$ cat src/sv/assert_macros.svh
// Assertion macros used by the top level of the white blob steering block.
`ifndef ASSERT_MACROS_SVH
`define ASSERT_MACROS_SVH

// Same-cycle implication, checked on every rising edge outside reset.
`define WBCS_ASSERT_NOW(lbl, ante, cons) \
  lbl: assert property (@(posedge clk_i) disable iff (!rst_ni) (ante) |-> (cons)) \
    else $error("same-cycle check failed");

// Next-cycle implication, checked on every rising edge outside reset.
`define WBCS_ASSERT_NEXT(lbl, ante, cons) \
  lbl: assert property (@(posedge clk_i) disable iff (!rst_ni) (ante) |=> (cons)) \
    else $error("next-cycle check failed");

`endif

$ cat src/sv/wbcs_pkg.sv
// Package with the widths, constants, codes and control types of the steering block.
`default_nettype none

package wbcs_pkg;

  // Field and state widths.
  localparam int DIM_W  = 13;
  localparam int COL_W  = 12;
  localparam int IDX_W  = 24;
  localparam int SUM_W  = 35;
  localparam int CNT_W  = 23;
  localparam int N_W    = 25;
  localparam int LIM_W  = 24;
  localparam int MEAN_W = 12;
  localparam int CMD_W  = 2;
  localparam int CFG_IDX_W = 1;
  localparam int PIX_W  = 8;

  // Divider sequencing: one quotient bit per cycle.
  localparam int DIV_STEPS = MEAN_W;
  localparam int STEP_W    = 4;

  // Frame dimension limits and reset values.
  localparam int MAX_WIDTH    = 4096;
  localparam int MAX_HEIGHT   = 4096;
  localparam int RESET_WIDTH  = 640;
  localparam int RESET_HEIGHT = 480;
  localparam int RESET_N      = RESET_WIDTH * RESET_HEIGHT;
  localparam int RESET_LO     = RESET_N / 3;
  localparam int RESET_HI     = (RESET_N * 2) / 3;
  localparam int RESET_W3     = RESET_WIDTH / 3;
  localparam int RESET_W23    = (RESET_WIDTH * 2) / 3;

  localparam logic [PIX_W-1:0] WHITE_LEVEL = 8'd255;
  localparam logic [IDX_W-1:0] IDX_MAX     = {IDX_W{1'b1}};
  localparam logic [CNT_W-1:0] CNT_MAX     = {CNT_W{1'b1}};
  localparam logic [SUM_W-1:0] SUM_MAX     = {SUM_W{1'b1}};

  // Configuration register indexes.
  localparam logic [CFG_IDX_W-1:0] REG_FRAME_WIDTH  = 1'd0;
  localparam logic [CFG_IDX_W-1:0] REG_FRAME_HEIGHT = 1'd1;

  // Steering commands.
  typedef enum logic [CMD_W-1:0] {
    CMD_STOP    = 2'd0,
    CMD_LEFT    = 2'd1,
    CMD_FORWARD = 2'd2,
    CMD_RIGHT   = 2'd3
  } steer_e;

  // Commands from the controller to the datapath.
  typedef struct packed {
    logic cfg_we;
    logic acc_en;
    logic div_load;
    logic div_step;
    logic out_load;
    logic calc_mul;
    logic calc_div3;
  } wbcs_cmd_t;

  // Status from the datapath to the controller.
  typedef struct packed {
    logic out_free;
  } wbcs_stat_t;

  // Exact floor(x / 3) for x below 2**26 by a reciprocal multiply.
  localparam logic [26:0] DIV3_RECIP = 27'h5555556;

  function automatic logic [24:0] div3(input logic [25:0] x);
    logic [52:0] prod;
    prod = x * DIV3_RECIP;
    return prod[52:28];
  endfunction

endpackage

`default_nettype wire

$ cat src/sv/wbcs_ctrl.sv
// Controller state machine: handshakes, limit recalculation and divide sequencing.
`default_nettype none

module wbcs_ctrl (
  input  wire logic               clk_i,
  input  wire logic               rst_ni,
  input  wire logic               in_valid_i,
  input  wire logic               frame_end_i,
  output logic                    in_stall_o,
  input  wire logic               cfg_valid_i,
  output logic                    cfg_ready_o,
  input  wire wbcs_pkg::wbcs_stat_t stat_i,
  output wbcs_pkg::wbcs_cmd_t     cmd_o
);
  import wbcs_pkg::*;

  localparam logic [1:0] S_IDLE = 2'd0;
  localparam logic [1:0] S_MUL  = 2'd1;
  localparam logic [1:0] S_DIV3 = 2'd2;
  localparam logic [1:0] S_DIV  = 2'd3;

  logic [1:0]        state_q, state_d;
  logic [STEP_W-1:0] step_q, step_d;
  logic              in_open;

  // Handshake and command decode.
  always_comb begin
    cfg_ready_o      = (state_q == S_IDLE);
    in_open          = ((state_q == S_IDLE) && !cfg_valid_i) ||
                       ((state_q == S_DIV) && !frame_end_i);
    in_stall_o       = !in_open;
    cmd_o.cfg_we     = cfg_valid_i && cfg_ready_o;
    cmd_o.acc_en     = in_valid_i && in_open;
    cmd_o.div_load   = cmd_o.acc_en && frame_end_i;
    cmd_o.div_step   = (state_q == S_DIV) && (step_q != '0);
    cmd_o.out_load   = (state_q == S_DIV) && (step_q == '0) && stat_i.out_free;
    cmd_o.calc_mul   = (state_q == S_MUL);
    cmd_o.calc_div3  = (state_q == S_DIV3);
  end

  // Next state.
  always_comb begin
    state_d = state_q;
    step_d  = step_q;
    case (state_q)
      S_IDLE: begin
        if (cmd_o.cfg_we) begin
          state_d = S_MUL;
        end else if (cmd_o.div_load) begin
          state_d = S_DIV;
          step_d  = STEP_W'(DIV_STEPS);
        end
      end
      S_MUL:  state_d = S_DIV3;
      S_DIV3: state_d = S_IDLE;
      S_DIV: begin
        if (cmd_o.div_step) begin
          step_d = step_q - 1'b1;
        end else if (cmd_o.out_load) begin
          state_d = S_IDLE;
        end
      end
      default: state_d = S_IDLE;
    endcase
  end

  // State registers.
  always_ff @(posedge clk_i or negedge rst_ni) begin
    if (!rst_ni) begin
      state_q <= S_IDLE;
      step_q  <= '0;
    end else begin
      state_q <= state_d;
      step_q  <= step_d;
    end
  end

endmodule

`default_nettype wire

$ cat src/sv/wbcs_dp.sv
// Datapath: configuration, derived limits, accumulators, divider and output register.
`default_nettype none

module wbcs_dp (
  input  wire logic                                clk_i,
  input  wire logic                                rst_ni,
  input  wire wbcs_pkg::wbcs_cmd_t                 cmd_i,
  output wbcs_pkg::wbcs_stat_t                     stat_o,
  input  wire logic [wbcs_pkg::CFG_IDX_W-1:0]      cfg_index_i,
  input  wire logic [wbcs_pkg::DIM_W-1:0]          cfg_data_i,
  input  wire logic [wbcs_pkg::PIX_W-1:0]          red_level_i,
  input  wire logic [wbcs_pkg::PIX_W-1:0]          green_level_i,
  input  wire logic [wbcs_pkg::PIX_W-1:0]          blue_level_i,
  input  wire logic                                frame_end_i,
  output logic                                     out_valid_o,
  input  wire logic                                out_stall_i,
  output logic [wbcs_pkg::CMD_W-1:0]               steer_command_o,
  output logic [wbcs_pkg::MEAN_W-1:0]              mean_column_o,
  output logic [wbcs_pkg::CNT_W-1:0]               white_count_o
);
  import wbcs_pkg::*;

  logic [DIM_W-1:0]   width_q, height_q;
  logic [DIM_W-1:0]   wcl_q, wc, hc;
  logic [2*DIM_W-1:0] area;
  logic [N_W-1:0]     n_q;
  logic [LIM_W-1:0]   lo_q, hi_q;
  logic [MEAN_W-1:0]  w3_q, w23_q;

  logic [COL_W-1:0]   col_q, col_d;
  logic [IDX_W-1:0]   idx_q, idx_d;
  logic [SUM_W-1:0]   sum_q, sum_d;
  logic [CNT_W-1:0]   tot_q, tot_d;
  logic [SUM_W:0]     sum_ext;
  logic               hit;

  logic [CNT_W-1:0]   dsr_q;
  logic [CNT_W-1:0]   rem_q, rem_d;
  logic [MEAN_W-1:0]  dvd_q, dvd_d;
  logic [CNT_W:0]     trial;
  logic               qbit;

  logic               out_valid_q;
  logic [CMD_W-1:0]   steer_q;
  logic [MEAN_W-1:0]  mean_q;
  logic [CNT_W-1:0]   count_q;
  steer_e             steer_d;

  // Configuration registers.
  always_ff @(posedge clk_i or negedge rst_ni) begin
    if (!rst_ni) begin
      width_q  <= DIM_W'(RESET_WIDTH);
      height_q <= DIM_W'(RESET_HEIGHT);
    end else if (cmd_i.cfg_we) begin
      if (cfg_index_i == REG_FRAME_WIDTH) begin
        width_q <= cfg_data_i;
      end
      if (cfg_index_i == REG_FRAME_HEIGHT) begin
        height_q <= cfg_data_i;
      end
    end
  end

  // Clamp the dimensions and form the frame area.
  always_comb begin
    wc = width_q;
    if (width_q == '0) begin
      wc = DIM_W'(1);
    end else if (width_q > DIM_W'(MAX_WIDTH)) begin
      wc = DIM_W'(MAX_WIDTH);
    end
    hc = height_q;
    if (height_q == '0) begin
      hc = DIM_W'(1);
    end else if (height_q > DIM_W'(MAX_HEIGHT)) begin
      hc = DIM_W'(MAX_HEIGHT);
    end
    area = wc * hc;
  end

  // Derived limits: area first, then the thirds in the following cycle.
  always_ff @(posedge clk_i or negedge rst_ni) begin
    if (!rst_ni) begin
      wcl_q <= DIM_W'(RESET_WIDTH);
      n_q   <= N_W'(RESET_N);
      lo_q  <= LIM_W'(RESET_LO);
      hi_q  <= LIM_W'(RESET_HI);
      w3_q  <= MEAN_W'(RESET_W3);
      w23_q <= MEAN_W'(RESET_W23);
    end else begin
      if (cmd_i.calc_mul) begin
        wcl_q <= wc;
        n_q   <= N_W'(area);
      end
      if (cmd_i.calc_div3) begin
        lo_q  <= LIM_W'(div3({1'b0, n_q}));
        hi_q  <= LIM_W'(div3({n_q, 1'b0}));
        w3_q  <= MEAN_W'(div3(26'(wcl_q)));
        w23_q <= MEAN_W'(div3(26'({wcl_q, 1'b0})));
      end
    end
  end

  // Pixel accumulation with saturation and row wrap.
  always_comb begin
    hit = (idx_q >= lo_q) && (idx_q < hi_q) && (red_level_i == WHITE_LEVEL) &&
          (green_level_i == WHITE_LEVEL) && (blue_level_i == WHITE_LEVEL);
    tot_d   = tot_q;
    sum_d   = sum_q;
    sum_ext = {1'b0, sum_q} + (SUM_W + 1)'(col_q);
    if (hit) begin
      if (tot_q != CNT_MAX) begin
        tot_d = tot_q + 1'b1;
      end
      sum_d = sum_ext[SUM_W] ? SUM_MAX : sum_ext[SUM_W-1:0];
    end
    idx_d = (idx_q != IDX_MAX) ? idx_q + 1'b1 : idx_q;
    if (({1'b0, col_q} + 1'b1) >= wcl_q) begin
      col_d = '0;
    end else begin
      col_d = col_q + 1'b1;
    end
  end

  always_ff @(posedge clk_i or negedge rst_ni) begin
    if (!rst_ni) begin
      col_q <= '0;
      idx_q <= '0;
      sum_q <= '0;
      tot_q <= '0;
    end else if (cmd_i.acc_en) begin
      if (frame_end_i) begin
        col_q <= '0;
        idx_q <= '0;
        sum_q <= '0;
        tot_q <= '0;
      end else begin
        col_q <= col_d;
        idx_q <= idx_d;
        sum_q <= sum_d;
        tot_q <= tot_d;
      end
    end
  end

  // Restoring divider: the column sum over the count, one quotient bit per cycle.
  // The sum stays below count * 4096, so the upper part starts below the divisor.
  always_comb begin
    trial = {rem_q, dvd_q[MEAN_W-1]};
    qbit  = (trial >= {1'b0, dsr_q});
    rem_d = qbit ? CNT_W'(trial - {1'b0, dsr_q}) : trial[CNT_W-1:0];
    dvd_d = {dvd_q[MEAN_W-2:0], qbit};
  end

  always_ff @(posedge clk_i) begin
    if (cmd_i.div_load) begin
      dsr_q <= tot_d;
      rem_q <= sum_d[SUM_W-1:MEAN_W];
      dvd_q <= sum_d[MEAN_W-1:0];
    end else if (cmd_i.div_step) begin
      rem_q <= rem_d;
      dvd_q <= dvd_d;
    end
  end

  // Steering decision from the mean column.
  always_comb begin
    if (dsr_q == '0) begin
      steer_d = CMD_STOP;
    end else if (dvd_q < w3_q) begin
      steer_d = CMD_LEFT;
    end else if (dvd_q > w23_q) begin
      steer_d = CMD_RIGHT;
    end else begin
      steer_d = CMD_FORWARD;
    end
  end

  // Output register.
  always_ff @(posedge clk_i or negedge rst_ni) begin
    if (!rst_ni) begin
      out_valid_q <= 1'b0;
    end else if (cmd_i.out_load) begin
      out_valid_q <= 1'b1;
    end else if (!out_stall_i) begin
      out_valid_q <= 1'b0;
    end
  end

  always_ff @(posedge clk_i) begin
    if (cmd_i.out_load) begin
      steer_q <= steer_d;
      mean_q  <= (dsr_q == '0) ? '0 : dvd_q;
      count_q <= dsr_q;
    end
  end

  assign stat_o.out_free  = !out_valid_q || !out_stall_i;
  assign out_valid_o      = out_valid_q;
  assign steer_command_o  = steer_q;
  assign mean_column_o    = mean_q;
  assign white_count_o    = count_q;

endmodule

`default_nettype wire

$ cat src/sv/white_blob_centroid_steer.sv
// Top level of the white blob centroid steering block.
`default_nettype none
`include "assert_macros.svh"

// Takes one RGB pixel word per cycle in raster order, unless in_stall_o holds it
// off, and, on the word marked frame_end, returns one steering word built from the
// mean column of the pure white pixels in the middle third of the frame. A frame_end
// word starts a restoring divide, one quotient bit per step, followed by a load of
// the output register once it is free; pixels of the next frame are taken during the
// divide, but the next frame_end word is held off until the previous result
// has moved into the output register. A configuration write holds off input
// while it is taken and while the frame area and its thirds are recalculated
// by the area multiplier and then the divide-by-three multipliers.
module white_blob_centroid_steer (
  input  wire logic                           clk_i,
  input  wire logic                           rst_ni,
  input  wire logic                           in_valid_i,
  output logic                                in_stall_o,
  input  wire logic [wbcs_pkg::PIX_W-1:0]     red_level_i,
  input  wire logic [wbcs_pkg::PIX_W-1:0]     green_level_i,
  input  wire logic [wbcs_pkg::PIX_W-1:0]     blue_level_i,
  input  wire logic                           frame_end_i,
  output logic                                out_valid_o,
  input  wire logic                           out_stall_i,
  output logic [wbcs_pkg::CMD_W-1:0]          steer_command_o,
  output logic [wbcs_pkg::MEAN_W-1:0]         mean_column_o,
  output logic [wbcs_pkg::CNT_W-1:0]          white_count_o,
  input  wire logic                           cfg_valid_i,
  output logic                                cfg_ready_o,
  input  wire logic [wbcs_pkg::CFG_IDX_W-1:0] cfg_index_i,
  input  wire logic [wbcs_pkg::DIM_W-1:0]     cfg_data_i
);
  import wbcs_pkg::*;

  wbcs_cmd_t  cmd;
  wbcs_stat_t stat;

  wbcs_ctrl u_ctrl (
    .clk_i       (clk_i),
    .rst_ni      (rst_ni),
    .in_valid_i  (in_valid_i),
    .frame_end_i (frame_end_i),
    .in_stall_o  (in_stall_o),
    .cfg_valid_i (cfg_valid_i),
    .cfg_ready_o (cfg_ready_o),
    .stat_i      (stat),
    .cmd_o       (cmd)
  );

  wbcs_dp u_dp (
    .clk_i           (clk_i),
    .rst_ni          (rst_ni),
    .cmd_i           (cmd),
    .stat_o          (stat),
    .cfg_index_i     (cfg_index_i),
    .cfg_data_i      (cfg_data_i),
    .red_level_i     (red_level_i),
    .green_level_i   (green_level_i),
    .blue_level_i    (blue_level_i),
    .frame_end_i     (frame_end_i),
    .out_valid_o     (out_valid_o),
    .out_stall_i     (out_stall_i),
    .steer_command_o (steer_command_o),
    .mean_column_o   (mean_column_o),
    .white_count_o   (white_count_o)
  );

  // A stop word carries a zero mean, and stop is given exactly when no white pixel was seen.
  `WBCS_ASSERT_NOW(a_stop_mean_zero, out_valid_o && (steer_command_o == CMD_STOP), mean_column_o == '0)
  `WBCS_ASSERT_NOW(a_stop_iff_empty, out_valid_o, (steer_command_o == CMD_STOP) == (white_count_o == '0))
  // Pixels are held off while a configuration write is taken and while limits are recalculated.
  `WBCS_ASSERT_NOW(a_cfg_blocks_input, cfg_valid_i && cfg_ready_o, in_stall_o)
  `WBCS_ASSERT_NEXT(a_recalc_blocks_input, cfg_valid_i && cfg_ready_o, in_stall_o && !cfg_ready_o)

endmodule

`default_nettype wire

$ cat config.mk
export PLATFORM = sky130hd
export DESIGN_NAME = white_blob_centroid_steer
export DESIGN_NICKNAME = d
export VERILOG_FILES = /design/src/sv/wbcs_pkg.sv /design/src/sv/wbcs_ctrl.sv /design/src/sv/wbcs_dp.sv /design/src/sv/white_blob_centroid_steer.sv
export VERILOG_INCLUDE_DIRS = /design/src /design/src/sv
export SDC_FILE = /design/constraint.sdc
export NUM_CORES = 2
export LEC_CHECK = 0
export BUFFER_PORTS_ARGS = -buffer_cell sky130_fd_sc_hd__buf_4
export CAP_MARGIN = 0
export CORE_MARGIN = 2
export CORE_UTILIZATION = 55
export CTS_BUF_LIST = sky130_fd_sc_hd__clkbuf_16
export CTS_CLUSTER_SIZE = 30
export DETAILED_ROUTE_END_ITERATION = 8
export PLACE_DENSITY = 0.74
export RECOVER_POWER = 100
export SETUP_SLACK_MARGIN = 0.4
export SLEW_MARGIN = 5
export SYNTH_ARGS = -nofsm -noshare
export SYNTH_HDL_FRONTEND = slang
export SYNTH_SLANG_ARGS = --single-unit
$ cat constraint.sdc
create_clock -name clk_i -period 6.05 [get_ports clk_i]
set_input_delay 0.605 -clock clk_i [delete_from_list [all_inputs] [get_ports clk_i]]
set_output_delay 0.605 -clock clk_i [all_outputs]
set_load 0.02 [all_outputs]
Word level (Yosys, flattened, before mapping). Cells that the tools add are included.

Bits in registers: 332. Logic and storage cells: 124. Output and inout port bits: 40. Bits of input ports: 44.

Bitwise gates (word level): 1. Eq/ne operators: 15. Add/sub/neg operators: 7. $mul: 5. Magnitude comparators: 8. Reductions and logical operators: 34. Mux-type cells: 32.

Operator list (number): $mux W23 (6); $mux W35 (3); $mux W13 (4); $mul A25 B26 Y51 const B (1); $mul A25 B26 Y50 const B (1); $mux W12 (4); $mux W24 (2); $mul A13 B26 Y39 const B (1); $mul A13 B26 Y38 const B (1); $add A35 B12 Y36 (1); $gt A13 B13 Y1 const B (2); $logic_not A13 Y1 (2); $mul A13 B13 Y25 (1); $add A24 B1 Y24 const B (1); $eq A8 B8 Y1 const B (3); $ge A24 B23 Y1 (1); $ge A24 B24 Y1 (1); $lt A24 B24 Y1 (1); $ne A24 B24 Y1 const B (1); $add A23 B1 Y23 const B (1); $logic_not A23 Y1 (1); $ne A23 B23 Y1 const B (1); $sub A23 B23 Y23 (1); $add A12 B1 Y13 const B (1); 27 further kinds (60).

Depth between registers and ports, before layout.
Word-level depth: 8. Gate-level depth with buffers: 25. Gate-level depth less buffers: 24.

Cells and area by module. A second synthesis with hierarchy kept.

Cells, all modules: 3566. Area, all modules: 34257.9 µm².

By module, submodules not included: wbcs_dp (cells each 3527, times used 1, area an instance 33846.2 µm², seq. area each 7807.5 µm²); wbcs_ctrl (cells each 39, times used 1, area an instance 411.6 µm², seq. area each 150.1 µm²).

Least setup slack after synthesis. No wires, ideal clock.

Path type: reg-to-reg. Start point: register u_dp.n_q[21]. End point: register u_dp.hi_q[21]. Setup time: 133 ps. Period minus slack after synthesis: 6667 ps. Required time: 5917 ps. Arrival time: 6534 ps. Stages on the path, launching flop included: 23. Path buffers: 0. Setup slack: -617 ps. Cell sequence: dfrtp_1 ha_1 inv_1 fa_1 fa_1 fa_1 inv_1 fa_1 inv_1 fa_1 fa_1 inv_1 ha_1 or2_2 a21oi_1 o31a_1 nand3_1 o21bai_1 o21ai_0 a221oi_1 o21bai_1 xnor2_1 o21ai_0.

Cells in the longest elaborated chain, start to end: 1.

RTL lines: from (decl) (RTL line wbcs_dp.sv:26) `logic [N_W-1:0] n_q;`; from (signal assigned) (RTL line wbcs_dp.sv:85) `n_q <= N_W'(RESET_N);`; from (signal assigned) (RTL line wbcs_dp.sv:93) `n_q <= N_W'(area);`; $mul A25 B26 Y50 (RTL line wbcs_pkg.sv:72) `prod = x * DIV3_RECIP;`; to (signal assigned) (RTL line wbcs_dp.sv:87) `hi_q <= LIM_W'(RESET_HI);`; to (signal assigned) (RTL line wbcs_dp.sv:97) `hi_q <= LIM_W'(div3({n_q, 1'b0}));`; to (decl) (RTL line wbcs_dp.sv:27) `logic [LIM_W-1:0] lo_q, hi_q;`.

No other way between the ends. A chain may end at the register's enable or synchronous reset.

Final worst setup path.
Start point: register u_dp.n_q[12]. End point: register u_dp.hi_q[3].

Same word-level chain as after synthesis.

==> results.yml <==
flow_run:
  drv_cap: 7
outcome:
  status: "complete, but fails checks"
  violations: "capacitance limit, slew limit, setup timing"
place:
  port_buffers: 83
  detailed_place_hpwl_um: 64900
  finalWeightedCongestion: 0.967
  placed_cell_area_sq_mm: 0.0371
clock_network:
  path_clk_slew_ns: 0.06
  cts_hold_buf: 0
  numCtsBuffers: 35
  clock-sinks: 298
  clkLatencyLatePin_ns: 0.57
  cts_tree: "built"
  cts.path.max_buffers: 3
  cts_htree_levels: 2
  cts-root-buf: "clkbuf_16"
critical_path:
  crit_path_cell_trace: "ha_4, fa_2, inv_2, fa_2, inv_2, fa_1, inv_1, fa_1, inv_1, fa_1, fa_1, ha_4, buf_4, nand2_2, nor2_2, a211oi_2, o311ai_2, a221oi_2, nor2b_1, nor2_1, nor2b_1, or4b_4, o311ai_1"
  critPathMaxFanout: 3
  critPathArrivalTime_ns: 6.79
  worst_path_most_repeated_cell: "fa_1"
  path_delay_family: "adder cells"
  crit_type: "flip-flop to flip-flop"
  worst_ep_required_time_ns: 6.52
  crit_slowest_cell: "fa_2"
  slowest_delay_ns: 0.61
  crit_path_end_kind: "flip-flop"
  worst_setup_path_start_kind: "flip-flop"
  crit_buf_inv: 5
synthesis:
  ys_seq_elements: 298
  avgSynthCellArea_sq_um: 9.37
  synth_nets: 4471
  ys_warn_count: 0
  yosysUniqueCellTypes: 88
  synthesis.area_sq_mm: 0.0339
  synth_async_sr_flop_share_pct: 68.1
  synthTopCellsByArea: "fa_1, ha_1, dfrtp_1"
  synth_common_cells: "inv_1, ha_1, fa_1"
  ys.flop_type: "dfrtp_1"
  yosysMostFrequentCell: "inv_1"
  syn_inst: 3613
  synth-seq-area-share_pct: 23.5
  synth_top_area_cell: "fa_1"
  synth_edf_count: 95
  synth_top_area_share_pct: 20.5
global_routing:
  grt_overflow: 0
  grt_max_degree: 88
  grt_pass1_wl_um: 135000
  antenna_found_initial: 0
  grt_pass1_vias: 26500
  grt_usage_pct: 26.3
drt:
  drt-total-wl_um: 83900
  avgViaCountPerCell: 5.64
  drtIter0Drc: 2010
  drtPass1Iterations: 7
  ant_nets: 0
  vias: 26700
  avgRoutedWirePerCell_um: 17.8
  drc_errors: 0
floorplan:
  start_util_pct: 55.9
  row_count: 90
  coreArea_sq_mm: 0.0606
  die_area_sq_mm: 0.0636
  die_w_um: 252
  die_h_um: 252
  top_level_ports: 84
timing:
  rsz0062_at_grt: "yes"
  setup-violations-final: 24
  period_share_pct: 104
  fin_crit_ns: 6.32
  finalMaxSlewViolations: 344
  skew_ns: 0.0272
  finalHoldViolations: 0
  setup_tns_ns: -3.70
  setup_ws_ns: -0.266
  maxSlewHeadroom_pct: -249
  tightest_slew_ns: 5.24
  fmax_mhz: 158
final_layout:
  final_area_sq_mm: 0.0392
  diodes: 0
  num-nets-final: 4772
  area_delta_synth_final_pct: 15.9
  drive_above_1_share_pct: 16.0
worst_hold_path:
  hold_path.class: "primary input to flip-flop"
-- logic make-up (layout without fill, tap and decap cells) --
family / after synthesis / after routing / share of synthesized area (%)
flip-flops: 298 / 298 / 23.5
buffers and inverters: 751 / 1079 / 8.39
multiplexers: 55 / 55 / 1.74
adder cells (fa/ha/maj): 814 / 814 / 37.8
XOR/XNOR: 146 / 146 / 3.78
AND/OR/NAND/NOR: 933 / 933 / 13.2
AO/OA/AOI/OAI: 616 / 616 / 11.6
-- routing by layer --
| layer | vias to the layer above | GRT usage [%] | wire (um) |
|---|---|---|---|
| li1 | 12700 | - | - |
| met1 | 13000 | 35.3 | 35700 |
| met2 | 806 | 44.4 | 40400 |
| met3 | 215 | 2.73 | 4420 |
| met4 | 0 | 9.13 | 3380 |
| met5 | - | 0 | 0 |
-- area by class of cell --
| cell class | count | area, sq um |
|---|---|---|
| clock buffer | 35 | 876 |
| clock inverter | 29 | 299 |
| fill | 4818 | 21300 |
| inverter | 651 | 2450 |
| multi-input combinational | 2564 | 24000 |
| sequential | 298 | 7960 |
| tap | 782 | 978 |
| timing repair buffer | 363 | 2640 |
| timing repair inverter | 1 | 6.26 |
-- flip-flops by register name, summed over array words and instances, names as in the netlist, 23 cells and up --
register / count
u_dp.dsr_q: 23
u_dp.hi_q: 23
u_dp.idx_q: 24
u_dp.n_q: 25
u_dp.rem_q: 23
u_dp.sum_q: 35
u_dp.tot_q: 23
u_dp.white_count_o: 23
-- stage by stage --
stage          util (%)  hold slack, ns  setup slack [ns]  instances
2_1_floorplan         -           0.309           -0.0401       3613
3_3_place_gp       61.2           0.450            -0.247       4605
3_5_place_dp       61.2           0.453            -0.393       4605
4_1_cts            64.2          0.0640            -0.270       4691
5_1_grt            64.8           0.282            -0.548       4723
6_report           64.8           0.291            -0.266       4723
-- timing repair --
action / in CTS / in global routing
cloned: 1 / 0
gates resized for setup: 113 / 102
pin swaps: 86 / 65
endpoints found under the setup margin: 37 / 44
setup buffers: 21 / 32
-- placed cells by master (no fill, tap or decap), types with 32 or more instances in the layout --
cell type	count
nor2b_1	43
ha_1	441
buf_4	280
edfxtp_1	95
fa_1	325
xnor2_1	94
nand4_1	46
inv_1	631
nor2_1	213
clkbuf_16	35
nand2_1	308
nor3_1	46
clkbuf_1	55
mux2_2	32
nand3_1	70
o21ai_0	139
a21o_1	69
xor2_1	45
a21oi_1	130
dfrtp_1	180
-- path summary, 6_finish.rpt --
| path | start | endpoint | slack [ns] | cells after the start |
|---|---|---|---|---|
| setup / recovery | u_dp.n_q[12] | u_dp.hi_q[3] | -0.27 | 23 |
| hold / removal | cfg_data_i[6] | u_dp.height_q[6] | 0.29 | 2 |
| setup reg to reg | u_dp.n_q[12] | u_dp.hi_q[3] | -0.27 | 23 |
| hold reg to reg | u_dp.hi_q[17] | u_dp.hi_q[17] | 0.47 | 2 |
| max in group asynchronous | rst_ni | u_dp.height_q[12] | 0.74 | 1 |
| min in group asynchronous | rst_ni | u_dp.hi_q[3] | 1.95 | 1 |
Power is left out: the tool's default activity adds up to more than one toggle a clock period on the data nets, which glitch-free logic cannot reach.
